===== src/design/pfc_pkg.sv =====
`default_nettype none
package pfc_pkg;

  // Layout codes of the src_layout and dst_layout registers.
  localparam logic [1:0] LayMono = 2'd0;
  localparam logic [1:0] LayDual = 2'd1;
  localparam logic [1:0] LayRgb  = 2'd2;

  // Register indexes on the configuration port.
  localparam int unsigned CfgIdxW = 3;
  localparam int unsigned CfgDataW = 2;
  localparam logic [CfgIdxW-1:0] RegSrcLayout = 3'd0;
  localparam logic [CfgIdxW-1:0] RegSrcAlpha  = 3'd1;
  localparam logic [CfgIdxW-1:0] RegSrcDepth  = 3'd2;
  localparam logic [CfgIdxW-1:0] RegDstLayout = 3'd3;
  localparam logic [CfgIdxW-1:0] RegDstAlpha  = 3'd4;
  localparam logic [CfgIdxW-1:0] RegDstDepth  = 3'd5;

  // Luma weights in unsigned 0.16 fixed point; they sum to 65536.
  localparam logic [15:0] LumaWr = 16'd19595;
  localparam logic [15:0] LumaWg = 16'd38470;
  localparam logic [15:0] LumaWb = 16'd7471;

  // floor(x / 257) for 16-bit x equals (x * 65281) >> 24.
  localparam logic [15:0] Recip257 = 16'hFF01;

  localparam logic [15:0] Max8  = 16'h00FF;
  localparam logic [15:0] Max16 = 16'hFFFF;

  typedef struct packed {
    logic [1:0] src_layout;
    logic       src_alpha;
    logic       src_depth;
    logic [1:0] dst_layout;
    logic       dst_alpha;
    logic       dst_depth;
  } cfg_t;

  typedef struct packed {
    logic [15:0] c0;
    logic [15:0] c1;
    logic [15:0] c2;
    logic [15:0] a;
  } pix_t;

  typedef struct packed {
    logic [1:0] sl;
    logic [1:0] dl;
    logic       up;
    logic       down;
    logic       unsup;
  } ctrl_t;

  // Layout code three is taken as rgb.
  function automatic logic [1:0] decode_layout(input logic [1:0] code);
    logic [1:0] res;
    res = (code == 2'd3) ? LayRgb : code;
    return res;
  endfunction

endpackage
`default_nettype wire


===== src/design/pfc_prep.sv =====
`default_nettype none
module pfc_prep (
  input  wire logic          clk_i,
  input  wire logic          rst_ni,
  input  wire logic          valid_i,
  input  wire pfc_pkg::cfg_t cfg_i,
  input  wire logic [15:0]   comp_first_i,
  input  wire logic [15:0]   comp_second_i,
  input  wire logic [15:0]   comp_third_i,
  input  wire logic [15:0]   alpha_in_i,
  output logic               valid_o,
  output pfc_pkg::pix_t      pix_o,
  output pfc_pkg::ctrl_t     ctrl_o
);

  logic           valid_q;
  pfc_pkg::pix_t  pix_d, pix_q;
  pfc_pkg::ctrl_t ctrl_d, ctrl_q;
  logic [15:0]    c0, c1, c2, a;

  function automatic logic [15:0] clip8(input logic [15:0] v, input logic deep);
    logic [15:0] res;
    res = (!deep && (v > pfc_pkg::Max8)) ? pfc_pkg::Max8 : v;
    return res;
  endfunction

  always_comb begin
    ctrl_d.sl    = pfc_pkg::decode_layout(cfg_i.src_layout);
    ctrl_d.dl    = pfc_pkg::decode_layout(cfg_i.dst_layout);
    ctrl_d.up    = !cfg_i.src_depth && cfg_i.dst_depth;
    ctrl_d.down  = cfg_i.src_depth && !cfg_i.dst_depth;
    ctrl_d.unsup = ((ctrl_d.sl == pfc_pkg::LayMono) && (ctrl_d.dl == pfc_pkg::LayDual)) ||
                   ((ctrl_d.sl == pfc_pkg::LayDual) && (ctrl_d.dl == pfc_pkg::LayMono));

    c0 = clip8(comp_first_i, cfg_i.src_depth);
    c1 = clip8(comp_second_i, cfg_i.src_depth);
    c2 = clip8(comp_third_i, cfg_i.src_depth);
    a  = clip8(alpha_in_i, cfg_i.src_depth);
    if (ctrl_d.sl == pfc_pkg::LayMono) begin
      c1 = '0;
      c2 = '0;
    end
    if (ctrl_d.sl == pfc_pkg::LayDual) begin
      c2 = '0;
    end

    // Alpha is kept, inserted at full scale, or removed.
    if (!cfg_i.dst_alpha) begin
      a = '0;
    end else if (!cfg_i.src_alpha) begin
      a = cfg_i.src_depth ? pfc_pkg::Max16 : pfc_pkg::Max8;
    end

    if (ctrl_d.unsup) begin
      pix_d = '0;
    end else begin
      pix_d.c0 = c0;
      pix_d.c1 = c1;
      pix_d.c2 = c2;
      pix_d.a  = a;
    end
  end

  always_ff @(posedge clk_i or negedge rst_ni) begin
    if (!rst_ni) begin
      valid_q <= 1'b0;
    end else begin
      valid_q <= valid_i;
    end
  end

  always_ff @(posedge clk_i) begin
    pix_q  <= pix_d;
    ctrl_q <= ctrl_d;
  end

  assign valid_o = valid_q;
  assign pix_o   = pix_q;
  assign ctrl_o  = ctrl_q;

endmodule
`default_nettype wire


===== src/design/pfc_depth.sv =====
`default_nettype none
module pfc_depth (
  input  wire logic           clk_i,
  input  wire logic           rst_ni,
  input  wire logic           valid_i,
  input  wire pfc_pkg::pix_t  pix_i,
  input  wire pfc_pkg::ctrl_t ctrl_i,
  output logic                valid_o,
  output pfc_pkg::pix_t       pix_o,
  output pfc_pkg::ctrl_t      ctrl_o
);

  logic           valid_q;
  pfc_pkg::pix_t  pix_d, pix_q;
  pfc_pkg::ctrl_t ctrl_q;

  // An 8-bit value times 257 is the byte written twice; the way down uses
  // a reciprocal multiply, exact for every 16-bit input.
  function automatic logic [15:0] convert(input logic [15:0] v, input logic up,
                                          input logic down);
    logic [31:0] prod;
    logic [15:0] res;
    prod = v * pfc_pkg::Recip257;
    if (up) begin
      res = {v[7:0], v[7:0]};
    end else if (down) begin
      res = {8'd0, prod[31:24]};
    end else begin
      res = v;
    end
    return res;
  endfunction

  always_comb begin
    pix_d.c0 = convert(pix_i.c0, ctrl_i.up, ctrl_i.down);
    pix_d.c1 = convert(pix_i.c1, ctrl_i.up, ctrl_i.down);
    pix_d.c2 = convert(pix_i.c2, ctrl_i.up, ctrl_i.down);
    pix_d.a  = convert(pix_i.a, ctrl_i.up, ctrl_i.down);
  end

  always_ff @(posedge clk_i or negedge rst_ni) begin
    if (!rst_ni) begin
      valid_q <= 1'b0;
    end else begin
      valid_q <= valid_i;
    end
  end

  always_ff @(posedge clk_i) begin
    pix_q  <= pix_d;
    ctrl_q <= ctrl_i;
  end

  assign valid_o = valid_q;
  assign pix_o   = pix_q;
  assign ctrl_o  = ctrl_q;

endmodule
`default_nettype wire


===== src/design/pfc_layout.sv =====
`default_nettype none
module pfc_layout (
  input  wire logic           clk_i,
  input  wire logic           rst_ni,
  input  wire logic           valid_i,
  input  wire pfc_pkg::pix_t  pix_i,
  input  wire pfc_pkg::ctrl_t ctrl_i,
  output logic                valid_o,
  output pfc_pkg::pix_t       pix_o,
  output logic                unsup_o
);

  // First half: the three luma products.
  logic           prod_valid_q;
  pfc_pkg::pix_t  prod_pix_q;
  pfc_pkg::ctrl_t prod_ctrl_q;
  logic [31:0]    pr_d, pg_d, pb_d;
  logic [31:0]    pr_q, pg_q, pb_q;

  // Second half: sum and layout selection into the output register.
  logic           out_valid_q;
  pfc_pkg::pix_t  out_pix_d, out_pix_q;
  logic           out_unsup_q;
  logic [31:0]    luma_sum;

  always_comb begin
    pr_d = pix_i.c0 * pfc_pkg::LumaWr;
    pg_d = pix_i.c1 * pfc_pkg::LumaWg;
    pb_d = pix_i.c2 * pfc_pkg::LumaWb;
  end

  always_comb begin
    // The weights sum to 65536, so the sum never exceeds 32 bits.
    luma_sum  = pr_q + pg_q + pb_q;
    out_pix_d = prod_pix_q;
    if ((prod_ctrl_q.sl == pfc_pkg::LayRgb) && (prod_ctrl_q.dl == pfc_pkg::LayMono)) begin
      out_pix_d.c0 = luma_sum[31:16];
      out_pix_d.c1 = '0;
      out_pix_d.c2 = '0;
    end else if ((prod_ctrl_q.sl == pfc_pkg::LayMono) &&
                 (prod_ctrl_q.dl == pfc_pkg::LayRgb)) begin
      out_pix_d.c1 = prod_pix_q.c0;
      out_pix_d.c2 = prod_pix_q.c0;
    end else if ((prod_ctrl_q.sl == pfc_pkg::LayDual) &&
                 (prod_ctrl_q.dl == pfc_pkg::LayRgb)) begin
      out_pix_d.c2 = '0;
    end else if ((prod_ctrl_q.sl == pfc_pkg::LayRgb) &&
                 (prod_ctrl_q.dl == pfc_pkg::LayDual)) begin
      out_pix_d.c2 = '0;
      out_pix_d.a  = '0;
    end
  end

  always_ff @(posedge clk_i or negedge rst_ni) begin
    if (!rst_ni) begin
      prod_valid_q <= 1'b0;
      out_valid_q  <= 1'b0;
    end else begin
      prod_valid_q <= valid_i;
      out_valid_q  <= prod_valid_q;
    end
  end

  always_ff @(posedge clk_i) begin
    pr_q        <= pr_d;
    pg_q        <= pg_d;
    pb_q        <= pb_d;
    prod_pix_q  <= pix_i;
    prod_ctrl_q <= ctrl_i;
    out_pix_q   <= out_pix_d;
    out_unsup_q <= prod_ctrl_q.unsup;
  end

  assign valid_o = out_valid_q;
  assign pix_o   = out_pix_q;
  assign unsup_o = out_unsup_q;

endmodule
`default_nettype wire


===== src/design/pixel_format_converter.sv =====
`default_nettype none
// Pixel format converter: one pixel in, one converted pixel out, every clock
// cycle. A transaction starts when start_i is high and busy_o is low; busy_o
// is always low, so a pixel may be offered in every cycle. The converted pixel
// appears on the result ports, marked by done_o for exactly one cycle. The
// receiver cannot stall the block and must take every result in the cycle
// it is shown. The pipeline holds input preparation (clipping, layout
// masking and the alpha step), the depth step (byte duplication for 8 to
// 16 bits, a reciprocal multiply for 16 to 8 bits), the luma products, and
// the luma sum with the layout step into the output register. Configuration
// registers are written through cfg_we_i, cfg_idx_i and cfg_data_i and take
// effect at once; write them only while no pixel is in flight. Mono to dual
// and dual to mono requests raise unsupported_o and return an all-zero pixel.
module pixel_format_converter (
  input  wire logic                         clk_i,
  input  wire logic                         rst_ni,
  input  wire logic                         start_i,
  output logic                              busy_o,
  input  wire logic [15:0]                  comp_first_i,
  input  wire logic [15:0]                  comp_second_i,
  input  wire logic [15:0]                  comp_third_i,
  input  wire logic [15:0]                  alpha_in_i,
  output logic                              done_o,
  output logic [15:0]                       out_first_o,
  output logic [15:0]                       out_second_o,
  output logic [15:0]                       out_third_o,
  output logic [15:0]                       alpha_out_o,
  output logic                              unsupported_o,
  input  wire logic                         cfg_we_i,
  input  wire logic [pfc_pkg::CfgIdxW-1:0]  cfg_idx_i,
  input  wire logic [pfc_pkg::CfgDataW-1:0] cfg_data_i
);

  pfc_pkg::cfg_t  cfg_d, cfg_q;
  logic           accept;

  logic           s1_valid, s2_valid, s3_valid;
  pfc_pkg::pix_t  s1_pix, s2_pix, s3_pix;
  pfc_pkg::ctrl_t s1_ctrl, s2_ctrl;
  logic           s3_unsup;

  // Every stage advances in every cycle, so the block is never busy.
  assign busy_o = 1'b0;
  assign accept = start_i && !busy_o;

  // Writes to indexes past the last register are ignored.
  always_comb begin
    cfg_d = cfg_q;
    if (cfg_we_i) begin
      case (cfg_idx_i)
        pfc_pkg::RegSrcLayout: cfg_d.src_layout = cfg_data_i;
        pfc_pkg::RegSrcAlpha:  cfg_d.src_alpha  = cfg_data_i[0];
        pfc_pkg::RegSrcDepth:  cfg_d.src_depth  = cfg_data_i[0];
        pfc_pkg::RegDstLayout: cfg_d.dst_layout = cfg_data_i;
        pfc_pkg::RegDstAlpha:  cfg_d.dst_alpha  = cfg_data_i[0];
        pfc_pkg::RegDstDepth:  cfg_d.dst_depth  = cfg_data_i[0];
        default: cfg_d = cfg_q;
      endcase
    end
  end

  always_ff @(posedge clk_i or negedge rst_ni) begin
    if (!rst_ni) begin
      cfg_q.src_layout <= pfc_pkg::LayRgb;
      cfg_q.src_alpha  <= 1'b0;
      cfg_q.src_depth  <= 1'b0;
      cfg_q.dst_layout <= pfc_pkg::LayRgb;
      cfg_q.dst_alpha  <= 1'b0;
      cfg_q.dst_depth  <= 1'b0;
    end else begin
      cfg_q <= cfg_d;
    end
  end

  pfc_prep u_prep (
    .clk_i         (clk_i),
    .rst_ni        (rst_ni),
    .valid_i       (accept),
    .cfg_i         (cfg_q),
    .comp_first_i  (comp_first_i),
    .comp_second_i (comp_second_i),
    .comp_third_i  (comp_third_i),
    .alpha_in_i    (alpha_in_i),
    .valid_o       (s1_valid),
    .pix_o         (s1_pix),
    .ctrl_o        (s1_ctrl)
  );

  pfc_depth u_depth (
    .clk_i   (clk_i),
    .rst_ni  (rst_ni),
    .valid_i (s1_valid),
    .pix_i   (s1_pix),
    .ctrl_i  (s1_ctrl),
    .valid_o (s2_valid),
    .pix_o   (s2_pix),
    .ctrl_o  (s2_ctrl)
  );

  pfc_layout u_layout (
    .clk_i   (clk_i),
    .rst_ni  (rst_ni),
    .valid_i (s2_valid),
    .pix_i   (s2_pix),
    .ctrl_i  (s2_ctrl),
    .valid_o (s3_valid),
    .pix_o   (s3_pix),
    .unsup_o (s3_unsup)
  );

  assign done_o        = s3_valid;
  assign out_first_o   = s3_pix.c0;
  assign out_second_o  = s3_pix.c1;
  assign out_third_o   = s3_pix.c2;
  assign alpha_out_o   = s3_pix.a;
  assign unsupported_o = s3_unsup;

endmodule
`default_nettype wire


===== config.mk =====
export PLATFORM = sky130hd
export DESIGN_NAME = pixel_format_converter
export DESIGN_NICKNAME = d
export VERILOG_FILES = /design/src/design/pfc_pkg.sv /design/src/design/pfc_prep.sv /design/src/design/pfc_depth.sv /design/src/design/pfc_layout.sv /design/src/design/pixel_format_converter.sv
export SDC_FILE = /design/constraint.sdc
export NUM_CORES = 2
export LEC_CHECK = 0
export CORE_MARGIN = 5
export CORE_UTILIZATION = 64
export DETAILED_ROUTE_END_ITERATION = 8
export DONT_BUFFER_PORTS = 1
export PLACE_DENSITY = 0.88
export SYNTH_ARGS = -nofsm -noshare
export SYNTH_HDL_FRONTEND = slang
export SYNTH_SLANG_ARGS = --single-unit
export TNS_END_PERCENT = 100

===== constraint.sdc =====
create_clock -name clk_i -period 6.6 [get_ports clk_i]
set_clock_uncertainty 0.1 [all_clocks]
set_input_delay 0 -clock clk_i [delete_from_list [all_inputs] [get_ports clk_i]]
set_output_delay 0 -clock clk_i [all_outputs]
set_load 0.03 [all_outputs]

==> results by group <==
Die
  • Die height: 250.5 µm
  • CORE AREA: 57480 µm²
  • # rows: 88
  • Initial Util: 64.40%
  • Top Ports: 140
  • Die width: between 200 and 300 µm
  • Die outline area: 62750 µm²

STA
  • Max-slew violations: 0
  • Fmax: 157.4 MHz
  • Setup_tns: 0 ns
  • Worst-Margin Slew: 1.176 ns
  • Slew headroom: 21.58%
  • RSZ-0062 raised after global routing: false
  • Min Clock Period, post-route: 6.355 ns
  • Final Hold Fails: 0
  • Final Setup Violations: 0
  • Final period util: 96.28%

Clocking
  • Reg clk slew, reported paths: 0.07 ns
  • H-tree levels: 2
  • Clock tree from TritonCTS: built
  • Clock sinks: 374
  • CTS root buffer: clkbuf_16
  • Clock Path Buffers: 3
  • Inserted Clock Buffers: 40
  • Clock latency on the worst-skew pair: between 0.5 and 0.6 ns

Global route
  • Largest net degree at the start of global routing: 46
  • Gr usage total: between 20% and 30%
  • GRT overflow: 0
  • Antenna violations before repair: 2
  • First-pass GRT wire length: 145.1 mm
  • Vias in the first global route: 28.02k

Setup path
  • Worst EP arrival: 6.69 ns
  • Required time worst endpoint: 6.94 ns
  • CP most frequent cell: fa_1
  • Setup crit start kind: flip-flop
  • Setup CP Type: flip-flop to flip-flop
  • Endpoint type of the worst setup path: flip-flop
  • CP max-delay cell: fa_1
  • Slowest stage delay, CP: 0.59 ns
  • Family with the most delay on the worst path: adder cells
  • Worst Path Buf+Inv: 2
  • CP Cell Sequence: inv_1 -> fa_1 -> inv_1 -> fa_1 -> fa_1 -> fa_1 -> fa_1 -> ha_1 -> ha_1 -> a21o_1 -> a21oi_1 -> o211a_1 -> o2111ai_2 -> a2111oi_2 -> o31ai_1 -> a21oi_2 -> xnor2_1 -> o21ai_1
  • Crit path max fanout: 7

Routing
  • Iter 0 DRT Violations: 1860
  • DRC: 0
  • Routed WL: 89.36 mm
  • Post-detailed-route wirelength per cell: between 20 and 25 µm
  • Via density: ~5.7
  • DRT antenna net count: 0
  • Pre-Repair DR Iteration Count: 6
  • Via count: 25.43k

Synth
  • Synth Flop Type: dfxtp_1
  • Count of cell types in the netlist: 76
  • Synth warnings: 0
  • Simple-gate share of the synthesized area: 5.898%
  • Mapped cell area: 37020 µm²
  • Post-synthesis mux area share: 0.2704%
  • Post-synth EDFFs: 0
  • Seq/Total Area, Yosys: 20.40%
  • Dominant combinational cell family by area after synthesis: adder cells
  • XOR/XNOR share of the synthesized area: slightly above 3%
  • FF+latch count, synth: 374
  • Post-synthesis compound-gate area fraction: 8.542%
  • Syn_area_per_cell: 10.41 µm²
  • Adder-Cell Fraction of Synth Area: 53.29%
  • Net Count, Synth: 4902
  • Synth Instances: 3556
  • Ys async rst share: ~3.2%

Worst hold path
  • HP Class: input port to flip-flop

Flow run
  • MaxCap Viol Count: 0

Final layout
  • Most frequent cells in the layout: inv_1, ha_1, fa_1
  • Final nets: 5019
  • Share of cells above drive strength 1: around 3.1%
  • Commonest non-fill, non-tap cell in the layout: inv_1
  • Area delta synth->final: 9.154%
  • Post-route cell area: 40400 µm²
  • Core Util, Final: roughly 70%

Placed design
  • Placed Area: approximately 38000 µm²
  • Post-detail-place hpwl: 69.47 mm
  • PortBufs: 0
  • RD Place Congestion: 0.9483

Run status
  • Status: finished clean
[layout make-up]
cell class                      instances  area, µm²
Clock buffer                           44       1036
Timing Repair Buffer                  113       1094
Antenna cell                            1      2.502
Sequential cell                       374       7550
Inverter                              803       3014
Tap cell                              765      957.2
Fill cell                            3920      17070
Multi-Input combinational cell       2341      26320
Clock inverter                         27      435.4
[cells by family (layout without fill, tap and decap cells)]
logic type | after synthesis | after routing
fa+ha+maj | 1273 | 1273
buf+inv | 841 | 987
compound gates | 475 | 475
simple gates | 454 | 454
flops | 374 | 374
xor+xnor | 129 | 129
mux | 9 | 9
other cells | 1 | 2
[flip-flops by register name, summed over array words and instances, names as in the netlist, 7 cells and up]
| name | flops |
|---|---|
| u_depth.pix_o | 64 |
| u_layout.pix_o | 64 |
| u_layout.prod_pix_q | 64 |
| u_prep.pix_o | 64 |
| u_layout.pg_q | 30 |
| u_layout.pr_q | 30 |
| u_layout.pb_q | 28 |
| cfg_q | 8 |
| u_prep.ctrl_o | 7 |
[metrics by stage]
step	setup WS, ns	cells	hold slack [ns]
2_1_floorplan	1.104	3556	-0.3956
3_3_place_gp	0.6631	4298	-0.3953
3_5_place_dp	0.4377	4298	-0.3953
4_1_cts	0.3711	4467	0.002741
5_1_grt	0.01029	4468	0.008286
6_report	0.2454	4468	0.02566
[path summary, 6_finish.rpt]
kind | start | endpoint | slack (ns) | depth (start not counted)
min in group asynchronous | rst_ni | u_prep.valid_o | 0.27 | 2
hold reg to reg | u_depth.pix_o[8] | u_layout.prod_pix_q[8] | 0.22 | 0
hold / removal | comp_third_i[13] | u_prep.pix_o[29] | 0.03 | 2
setup / recovery | u_prep.pix_o[3] | u_depth.pix_o[7] | 0.25 | 18
max in group asynchronous | rst_ni | cfg_q[7] | 5.77 | 2
setup reg to reg | u_prep.pix_o[3] | u_depth.pix_o[7] | 0.25 | 18
[synthesized netlist by cell type (6+ instances only)]
library cell / n / area share (%)
o21ai_1: 10 / 0.14
o21ai_0: 80 / 1.1
o21a_1: 35 / 0.71
a21o_1: 75 / 1.5
mux2_2: 8 / 0.24
a21oi_1: 126 / 1.7
clkbuf_1: 36 / 0.37
o211ai_1: 9 / 0.18
and3_1: 39 / 0.66
fa_1: 506 / 27
dfxtp_1: 362 / 20
nor2_1: 91 / 0.92
nand2b_1: 11 / 0.19
nor2b_1: 35 / 0.59
or3_1: 9 / 0.15
nand2_1: 161 / 1.6
o31ai_1: 9 / 0.18
dfrtp_1: 10 / 0.68
ha_1: 767 / 26
inv_1: 802 / 8.1
a211oi_1: 11 / 0.22
o2111ai_1: 6 / 0.14
xnor2_1: 87 / 2.1
nand4_1: 18 / 0.30
nor3_1: 23 / 0.31
nor4_1: 8 / 0.14
o21bai_1: 17 / 0.34
nand3_1: 24 / 0.32
a22o_1: 32 / 0.76
and2_1: 11 / 0.19
a31oi_1: 11 / 0.19
xor2_1: 42 / 0.99
[layer usage]
| layer | vias to the layer above | routed length (µm) | share of wire, % | GRT usage, % |
|---|---|---|---|---|
| met5 | - | 0 | 0 | 0 |
| met4 | 0 | 4019 | 4.5 | 10.95 |
| met3 | 255 | 6418 | 7.2 | 5.295 |
| met2 | 1009 | 43130 | 48 | 49.30 |
| met1 | 12430 | 35800 | 40 | 36.64 |
| li1 | 11740 | - | - | - |
[repair_timing]
| action | CTS | global route |
|---|---|---|
| hold endpoints to repair | 85 | 0 |
| gates resized for setup | 0 | 0 |
| endpoints found under the setup margin | 0 | 0 |
| hold buffers | 98 | 0 |
| setup buffers | 0 | 0 |
Power is not shown: default switching activity piles up to over one toggle a cycle in this logic, so the estimate is an artifact.
